<file path="src/sv/hcr_pkg.sv">
// Package: shared constants and types for the handshake checksum receiver.
package hcr_pkg;

  localparam int FRAME_BYTES = 16;

  localparam int CNT_W = $clog2(FRAME_BYTES + 1);
  localparam int IDX_W = (FRAME_BYTES > 1) ? $clog2(FRAME_BYTES) : 1;

  localparam logic [CNT_W-1:0] FRAME_CNT = CNT_W'(FRAME_BYTES);
  localparam logic [IDX_W-1:0] LAST_IDX  = IDX_W'(FRAME_BYTES - 1);

  localparam logic [7:0] REQ_BYTE  = 8'hAA;
  localparam logic [7:0] ACK_BYTE  = 8'hBB;
  localparam logic [7:0] GOOD_BYTE = 8'h00;
  localparam logic [7:0] BAD_BYTE  = 8'hFF;

  localparam logic KIND_REPLY = 1'b0;
  localparam logic KIND_DATA  = 1'b1;

  // write request into the frame store
  typedef struct packed {
    logic             en;
    logic [IDX_W-1:0] idx;
    logic [7:0]       data;
  } hcr_wr_t;

endpackage

</file>
<file path="src/sv/hcr_frame_store.sv">
// Frame store: single-port-write, registered-read byte memory for one frame.
module hcr_frame_store
  import hcr_pkg::*;
(
  input  logic             clk,
  input  hcr_wr_t          wr,
  input  logic             rd_en,
  input  logic [IDX_W-1:0] rd_idx,
  output logic [7:0]       rd_data
);

  logic [7:0] mem [FRAME_BYTES];
  logic [7:0] rd_data_r;

  always_ff @(posedge clk) begin
    if (wr.en) begin
      mem[wr.idx] <= wr.data;
    end
    // data holds until the next read
    if (rd_en) begin
      rd_data_r <= mem[rd_idx];
    end
  end

  assign rd_data = rd_data_r;

endmodule

</file>
<file path="src/sv/handshake_checksum_receiver_top.sv">
// Top level: handshake checksum receiver, frame control and output register.
//
// Receiving end of a serial point-to-point link, fed one received byte per
// input beat. While waiting it drops every byte but the request 0xAA, which
// it answers with a 0xBB reply beat. It then stores FRAME_BYTES payload
// bytes in an on-chip frame store while keeping an 8-bit wrapping sum; the
// byte after them is the checksum. On a match it emits a 0x00 reply beat
// followed by the stored bytes in order (kind = 1, last on the final one)
// and goes back to waiting. On a mismatch it emits a 0xFF reply beat (last
// set) and starts a fresh frame without a new request. Throughput: one
// input beat per cycle while waiting or receiving; the input is stalled
// only while the output register holds a beat that has not been taken.
// After a good checksum the payload release runs from the frame store: each
// byte is read in ST_RD and moved into the output register in ST_LD, and the
// block accepts no input byte until the whole release is done. No
// clearing pass is needed after reset: every entry is written before it
// is ever read.
module handshake_checksum_receiver_top
  import hcr_pkg::*;
(
  input  logic       clk,
  input  logic       rst_n,
  // input channel
  input  logic       in_valid,
  output logic       in_stall,
  input  logic [7:0] in_rx_byte,
  // result channel
  output logic       out_valid,
  input  logic       out_stall,
  output logic       out_kind,
  output logic [7:0] out_value,
  output logic       out_last
);

  // ST_WAIT: idle, looking for request
  // ST_RECV: taking payload bytes and then the checksum
  // ST_RD:   read of the next stored byte issued
  // ST_LD:   stored byte available, move it into the output register
  typedef enum logic [1:0] {
    ST_WAIT,
    ST_RECV,
    ST_RD,
    ST_LD
  } state_t;

  state_t           state_r, state_nxt;
  logic [CNT_W-1:0] cnt_r, cnt_nxt;     // payload bytes taken
  logic [7:0]       sum_r, sum_nxt;     // wrapping payload sum
  logic [IDX_W-1:0] idx_r, idx_nxt;     // release pointer

  // output register
  logic             out_valid_r, out_valid_nxt;
  logic             out_kind_r, out_kind_nxt;
  logic [7:0]       out_value_r, out_value_nxt;
  logic             out_last_r, out_last_nxt;

  hcr_wr_t          wr;
  logic             rd_en;
  logic [7:0]       rd_data;

  logic             out_free;
  logic             in_fire;

  // Output register can take a new beat when empty or draining this cycle.
  assign out_free = !out_valid_r || !out_stall;
  assign in_stall = !(((state_r == ST_WAIT) || (state_r == ST_RECV)) && out_free);
  assign in_fire  = in_valid && !in_stall;

  hcr_frame_store u_store (
    .clk     (clk),
    .wr      (wr),
    .rd_en   (rd_en),
    .rd_idx  (idx_r),
    .rd_data (rd_data)
  );

  always_comb begin
    state_nxt     = state_r;
    cnt_nxt       = cnt_r;
    sum_nxt       = sum_r;
    idx_nxt       = idx_r;
    out_valid_nxt = out_valid_r && out_stall;
    out_kind_nxt  = out_kind_r;
    out_value_nxt = out_value_r;
    out_last_nxt  = out_last_r;
    wr.en         = 1'b0;
    wr.idx        = cnt_r[IDX_W-1:0];
    wr.data       = in_rx_byte;
    rd_en         = 1'b0;

    unique case (state_r)
      ST_WAIT: begin
        if (in_fire && (in_rx_byte == REQ_BYTE)) begin
          out_valid_nxt = 1'b1;
          out_kind_nxt  = KIND_REPLY;
          out_value_nxt = ACK_BYTE;
          out_last_nxt  = 1'b1;
          cnt_nxt       = '0;
          sum_nxt       = '0;
          state_nxt     = ST_RECV;
        end
      end
      ST_RECV: begin
        if (in_fire) begin
          if (cnt_r < FRAME_CNT) begin
            // payload byte: store and accumulate
            wr.en   = 1'b1;
            sum_nxt = sum_r + in_rx_byte;
            cnt_nxt = cnt_r + CNT_W'(1);
          end else begin
            // checksum byte
            out_valid_nxt = 1'b1;
            out_kind_nxt  = KIND_REPLY;
            cnt_nxt       = '0;
            sum_nxt       = '0;
            if (in_rx_byte == sum_r) begin
              out_value_nxt = GOOD_BYTE;
              out_last_nxt  = 1'b0;
              idx_nxt       = '0;
              state_nxt     = ST_RD;
            end else begin
              out_value_nxt = BAD_BYTE;
              out_last_nxt  = 1'b1;
            end
          end
        end
      end
      ST_RD: begin
        rd_en     = 1'b1;
        state_nxt = ST_LD;
      end
      ST_LD: begin
        if (out_free) begin
          out_valid_nxt = 1'b1;
          out_kind_nxt  = KIND_DATA;
          out_value_nxt = rd_data;
          out_last_nxt  = (idx_r == LAST_IDX);
          if (idx_r == LAST_IDX) begin
            state_nxt = ST_WAIT;
          end else begin
            idx_nxt   = idx_r + IDX_W'(1);
            state_nxt = ST_RD;
          end
        end
      end
      default: begin
        state_nxt = ST_WAIT;
      end
    endcase
  end

  always_ff @(posedge clk) begin
    if (!rst_n) begin
      state_r     <= ST_WAIT;
      cnt_r       <= '0;
      sum_r       <= '0;
      idx_r       <= '0;
      out_valid_r <= 1'b0;
    end else begin
      state_r     <= state_nxt;
      cnt_r       <= cnt_nxt;
      sum_r       <= sum_nxt;
      idx_r       <= idx_nxt;
      out_valid_r <= out_valid_nxt;
    end
    out_kind_r  <= out_kind_nxt;
    out_value_r <= out_value_nxt;
    out_last_r  <= out_last_nxt;
  end

  assign out_valid = out_valid_r;
  assign out_kind  = out_kind_r;
  assign out_value = out_value_r;
  assign out_last  = out_last_r;

endmodule
</file>
<file path="config.mk">
export PLATFORM = sky130hd
export DESIGN_NAME = handshake_checksum_receiver_top
export DESIGN_NICKNAME = d
export VERILOG_FILES = /design/src/sv/hcr_pkg.sv /design/src/sv/hcr_frame_store.sv /design/src/sv/handshake_checksum_receiver_top.sv
export SDC_FILE = /design/constraint.sdc
export NUM_CORES = 1
export LEC_CHECK = 0
export BUFFER_PORTS_ARGS = -buffer_cell sky130_fd_sc_hd__buf_2
export CAP_MARGIN = 15
export CORE_MARGIN = 1.5
export CORE_UTILIZATION = 50
export DETAILED_ROUTE_END_ITERATION = 10
export PLACE_DENSITY = 0.81
export SYNTH_ARGS = -nofsm -noshare
export SYNTH_HDL_FRONTEND = slang
export SYNTH_SLANG_ARGS = --single-unit
</file>
<file path="constraint.sdc">
create_clock -name clk -period 2 [get_ports clk]
set_input_delay 0.2 -clock clk [delete_from_list [all_inputs] [get_ports clk]]
set_output_delay 0.2 -clock clk [all_outputs]
set_load 0.02 [all_outputs]
</file>
# After elaboration in Yosys (flattened, before gate mapping)
# Memory sizes are Yosys's and may differ from the RTL's. A register that Yosys moved wholly into a read port is not among the register bits.
# Index checks and enable logic that the tools add are counted.
# word_totals
reg_bits,30
mem_bits_rw,128
input_bits,12
wordCells,91
memories,1
# mem_list
memory,depth,word_bits,read_ports,rd_clocked_by_memory_dff,write_ports,line,source
u_store.mem,16,8,1,1,1,hcr_frame_store.sv:12,logic [7:0] mem [FRAME_BYTES];
# classes
add_sub_neg,3
order_cmp,1
eq_ne,12
n_mux,49
n_reduce_logical,17
# op_table
op,n
2-to-1 mux 8 bit,8
one-hot mux 8 bit (3 select lines),1
2-to-1 mux 4 bit,5
2-to-1 mux 1 bit,19
one-hot mux 8 bit (2 select lines),1
2-to-1 mux 5 bit,3
2-to-1 mux 2 bit,6
one-hot mux 5 bit (2 select lines),1
AND reduction 5 bit,2
one-hot mux 1 bit (3 select lines),3
adder 8 bit,1
== test 8 bit,1
"== test 8 bit, second input constant",1
"inequality test 2 bit, second input constant",4
one-hot mux 2 bit (4 select lines),1
one-hot mux 4 bit (2 select lines),1
AND reduction 6 bit,1
"adder 5 x 1 -> 5 bit, second input constant",1
"< comparator 5 bit, second input constant",1
"adder 4 x 1 -> 4 bit, second input constant",1
"== test 2 bit, second input constant",2
"== test 4 bit, second input constant",1
logical AND 1 bit,4
"inequality test 2 x 1 -> 1 bit, second input constant",2
7 further kinds,11

# Logic depth before layout (Yosys ltp)
# depth
depth_word,8
ltp_mapped,9
depth_no_buf,7

# Modules after synthesis
# Synthesis repeated with hierarchy kept, for this count alone.
# hier_totals
hier_cells,423
hier_area_um2,7126.8
# modules_own_cells
mod,n_inst,cells_each,area_per_inst_um2
hcr_frame_store,1,229,5227.5
handshake_checksum_receiver_top,1,194,1899.3

# Least setup slack after synthesis
# Ideal clock, no wire load.
# synth_path
path_kind,reg-to-reg
start,reg state_r[1]
end,mem u_store.mem[2][0] (enable)
setup_time_ns,0.383
t_arrival_ns,1.726
required_ns,1.617
setup_slack_ns,-0.109
stages_incl_launch_ff,8
period_less_slack_ns,2.109
path_cell_list,dfxtp_1 inv_1 ha_1 buf_2 nand2b_1 nor2_1 nand2_1 nor3_1
# synth_via
elab_chain_cells,8
elab_cells_between_ends,9
cone_classes,eq/ne (1); mux (4); reduce/logical (4)
# synth_lines
item,line,source
start: declaration,handshake_checksum_receiver_top.sv:46,"state_t state_r, state_nxt;"
start signal: assignment,handshake_checksum_receiver_top.sv:160,state_r <= state_nxt;
== test 2 x 1 -> 1 bit / logical NOT 2 bit (equally long branches),"handshake_checksum_receiver_top.sv:66, handshake_checksum_receiver_top.sv:91",
logical OR 1 bit,handshake_checksum_receiver_top.sv:66,assign in_stall = !(((state_r == ST_WAIT) || (state_r == ST_RECV)) && out_free);
logical AND 1 bit,handshake_checksum_receiver_top.sv:66,
logical AND 1 bit,handshake_checksum_receiver_top.sv:67,assign in_fire = in_valid && !in_stall;
2-to-1 mux 1 bit,handshake_checksum_receiver_top.sv:104,if (in_fire) begin
2-to-1 mux 1 bit (*),handshake_checksum_receiver_top.sv:91,unique case (state_r)
2-to-1 mux 1 bit (*),hcr_frame_store.sv:16,if (wr.en) begin
2-to-1 mux 1 bit (implied by the code) (*),hcr_frame_store.sv:17,mem[wr.idx] <= wr.data;
end: declaration,hcr_frame_store.sv:12,
# Every way passes the cells marked *; elsewhere a longest branch is shown, timed or not.

# Final worst setup path
# layout_path
start,reg sum_r[6]
end,reg sum_r[7]
# layout_via
elab_chain_cells,4
# layout_lines
item,line,source
start: declaration,handshake_checksum_receiver_top.sv:48,"logic [7:0] sum_r, sum_nxt;"
start signal: assignment,handshake_checksum_receiver_top.sv:162,sum_r <= sum_nxt;
adder 8 bit,handshake_checksum_receiver_top.sv:108,sum_nxt = sum_r + in_rx_byte;
2-to-1 mux 8 bit,handshake_checksum_receiver_top.sv:105,if (cnt_r < FRAME_CNT) begin
2-to-1 mux 8 bit,handshake_checksum_receiver_top.sv:104,
one-hot mux 8 bit (2 select lines),handshake_checksum_receiver_top.sv:91,
# No other way between the ends. The select of a mux whose other input is x is not followed.
# A chain may end at the register's enable or synchronous reset.

==> results.rst <==
.. list-table::
   :header-rows: 1

   * - Metric
     - Value
   * - Initial Utilization
     - 0.519
   * - Largest vdd supply drop
     - about 0.0008 V
   * - Proportion of synthesized flip-flops having asynchronous set or reset
     - 0
   * - Worst Setup Start Kind
     - flop
   * - Total of endpoints with negative setup slack in the final report
     - 0
   * - Mean area per synthesized cell
     - around 17 sq um
   * - Measured slew at the worst slew-check pin
     - between 0.5 and 0.6 ns
   * - Detail Route Antenna Nets
     - 0
   * - DR pass1 iterations
     - 5
   * - Power density cells
     - between 900 and 1000 mW/mm^2
   * - Max Clk Rate
     - ~510 MHz
   * - Number of enable flip-flop cells after synthesis
     - ~150
   * - Worst flop-to-flop path startpoint
     - sum_r[6]$_SDFFE_PN0P_
   * - GRT overflow
     - 0
   * - CTS Sinks
     - between 150 and 200
   * - # nets final
     - about 500
   * - Type of the worst setup path
     - reg2reg
   * - Nets in the synthesized netlist
     - roughly 440
   * - Number of DRC violations after detailed-routing iteration 0
     - around 480
   * - Routed length per instance
     - about 22 um
   * - Total setup buffers inserted after CTS
     - 0
   * - Root Driver
     - sky130_fd_sc_hd__clkbuf_16
   * - Sink of the worst hold path
     - cnt_r[3]$_SDFFE_PN0P_
   * - Vertical die dimension
     - roughly 120 um
   * - Number of I/O port buffers
     - 23
   * - Fill cell total of the finished layout
     - between 900 and 1000
   * - Fraction of final layout cells with drive strength greater than 1
     - 0.339
   * - Min-Delay Path Class
     - in2reg
   * - Required @ worst endpoint
     - ~2.4 ns
   * - Part of the Yosys area used for sequential elements
     - 0.686
   * - Largest net degree at the start of global routing
     - 36
   * - Max_slew headroom
     - 0.603
   * - Synth-to-layout area growth
     - 19.0%
   * - Number of placement rows
     - 42
   * - Vias per Instance
     - 5.98
   * - TritonCTS clock tree
     - done
   * - Worst Slack Setup Final
     - between 0.05 and 0.06 ns
   * - Post-route design area
     - approximately 0.0083 sq mm
   * - End of the worst register-to-register path
     - sum_r[7]$_SDFFE_PN0P_
   * - Die Width
     - ~120 um
   * - Full die area
     - ~0.015 sq mm
   * - Post-synthesis cell type count
     - 50
   * - Top_reg_cell synth
     - sky130_fd_sc_hd__edfxtp_1
   * - Number of levels in the clock H-tree
     - 4
   * - Placed Cells incl. Taps
     - 633
   * - Core region area
     - roughly 0.013 sq mm
   * - Fin crit period
     - 1.95 ns
   * - Count of synthesis-stage warnings from yosys
     - 0
   * - Min-delay src
     - rst_n
   * - Detailed-route wire length
     - between 10000 and 15000 um
   * - CTS Hold Buffers Added
     - 0
   * - Cell area reported after detailed placement
     - between 0.007 and 0.008 sq mm
   * - Remaining design rule violation count
     - 0
   * - Crit path max fanout
     - 4
   * - Count of pins on the block boundary
     - 24
   * - Final worst path period share
     - 0.974
   * - Vias
     - slightly below 4000
   * - Number of antenna repair diodes
     - 0
   * - Dpl ws
     - -0.0310 ns
   * - Total clock buffers created by CTS
     - 17
   * - Vias in the first global route
     - between 3000 and 4000
   * - Initial antenna violation count
     - 0
   * - Outcome
     - finished, final reports clean
   * - Most common cell after layout, fill and taps aside
     - sky130_fd_sc_hd__edfxtp_1
   * - Half-perimeter wire length of the detailed placement result
     - ~9500 um
   * - Yosys reg bits
     - 166
   * - Worst Hold Depth
     - 3
   * - Max-slew violation count
     - 0
   * - Number of instances in the synthesized netlist
     - roughly 410
   * - Clock input transition at the sequential cells of the worst setup and hold paths
     - roughly 0.06 ns
   * - Total routing usage reported by global routing
     - 0.217
   * - Clock latency of the later-clocked register in the worst-skew pair
     - ~0.43 ns
   * - Commonest cells after routing, fill and taps aside
     - sky130_fd_sc_hd__edfxtp_1, sky130_fd_sc_hd__buf_4, sky130_fd_sc_hd__mux4_2
   * - Data arrival time of the worst path
     - ~2.3 ns
   * - Critical Path Sink Type
     - flop
   * - Maximum clock path buffer count
     - 2
   * - Worst reg-to-reg setup slack
     - approximately 0.052 ns
   * - Number of max-cap violations
     - 0
   * - Final hold violation count
     - 0
   * - Length in cells of the worst reg-to-reg path
     - 7
   * - First-pass GRT wire length
     - 22700 um
   * - Post-route insts no fill
     - 665
   * - Setup skew after layout
     - about 0.008 ns
   * - Netlist area before placement
     - between 0.006 and 0.007 sq mm
   * - Leak
     - 0.00272 uW
   * - Routability congestion estimate
     - 0.842
logic make-up (layout without fill, tap and decap cells):
kind of cell,Yosys count,in the layout,synth area share
fa+ha+maj,17,17,0.0316
buf+inv,29,112,0.0194
xor+xnor,5,5,0.00628
mux,41,41,0.131
simple gates,85,85,0.0613
compound gates,63,63,0.0653
flops,166,166,0.686
per-layer routing:
metal / track usage / part of all wire / up-vias
li1: - / - / 1764
met1: 0.293 / 0.41 / 1994
met2: 0.350 / 0.49 / 192
met3: 0.0451 / 0.072 / 25
met4: 0.0853 / 0.024 / 0
met5: 0 / 0 / -
repair_timing:
item / in CTS / in global routing
hold endpoints to repair: 0 / 0
resized for setup: 1 / 16
pin swaps: 1 / 6
endpoints found under the setup margin: 2 / 53
sequential cells by signal, indices dropped and copies added (netlist names):
name	flops
out_valid	1
out_last	1
u_store.mem	128
u_store.rd_data	8
out_kind	1
sum_r	8
out_value	8
cnt_r	5
idx_r	4
state_r	2
cell usage after synthesis, types with 7 or more instances:
cell                       count  area [sq um]
sky130_fd_sc_hd__nand2_1      20          75.1
sky130_fd_sc_hd__ha_1         16           200
sky130_fd_sc_hd__nand2b_1      7          43.8
sky130_fd_sc_hd__nor3_1        8          40.0
sky130_fd_sc_hd__o21ai_0       9          45.0
sky130_fd_sc_hd__clkbuf_1     10          37.5
sky130_fd_sc_hd__nor2_1       29           109
sky130_fd_sc_hd__edfxtp_1    146          4380
sky130_fd_sc_hd__a22oi_1       7          52.6
sky130_fd_sc_hd__mux4_2       40           901
sky130_fd_sc_hd__inv_1        10          37.5
sky130_fd_sc_hd__a21o_1        8          60.1
sky130_fd_sc_hd__a21oi_1      13          65.1
sky130_fd_sc_hd__dfxtp_1      20           400
power breakdown:
part | leakage [uW] | switching, uW | internal [uW]
logic | 0.000989 | 294 | 191
registers | 0.00145 | 12.9 | 3820
clock network | 0.000282 | 1340 | 1850
layout make-up:
cell class | count | area [sq um] | share of cell area
clock buffers | 18 | 429 | 0.0517
clock inverters | 14 | 151 | 0.0182
inverters | 10 | 37.5 | 0.00452
multi-input cells | 211 | 2160 | 0.260
flip-flops and latches | 166 | 4790 | 0.577
well taps | 176 | 220 | 0.0265
repair buffers | 70 | 518 | 0.0624
worst max path at each step:
stage                            startpoint                     endpoint  slack [ns]  cells after the start
global route          sum_r[6]$_SDFFE_PN0P_        sum_r[7]$_SDFFE_PN0P_      -0.002                      7
finish                sum_r[6]$_SDFFE_PN0P_        sum_r[7]$_SDFFE_PN0P_        0.05                      7
global placement              in_rx_byte[1]        sum_r[7]$_SDFFE_PN0P_       0.006                      7
floorplan           state_r[1]$_SDFFE_PN0P_  u_store.mem[2][0]$_DFFE_PP_       -0.11                      7
detailed placement            in_rx_byte[1]        sum_r[7]$_SDFFE_PN0P_       -0.03                      7
CTS                   sum_r[1]$_SDFFE_PN0P_        sum_r[7]$_SDFFE_PN0P_        0.01                      6
metrics by stage:
stage	utilization	power [uW]	hold slack [ns]	TNS, ns
finish	0.617	7510	0.0850	0
global placement	0.567	4340	0.464	0
detailed placement	0.567	4360	0.467	-0.0310
floorplan	-	4130	0.299	-3.48
global route	0.617	7740	0.0940	-0.00167
CTS	0.610	7520	0.0751	0
worst max-delay path: stages (launching register included):
cell and delay, ns:
sky130_fd_sc_hd__dfxtp_1 0.37, sky130_fd_sc_hd__ha_4 0.23, sky130_fd_sc_hd__buf_4 0.15, sky130_fd_sc_hd__a21o_1 0.21
sky130_fd_sc_hd__a22oi_2 0.21, sky130_fd_sc_hd__o31ai_2 0.10, sky130_fd_sc_hd__or4b_1 0.48, sky130_fd_sc_hd__a31oi_1 0.14
(Power assumes the default switching activity.)
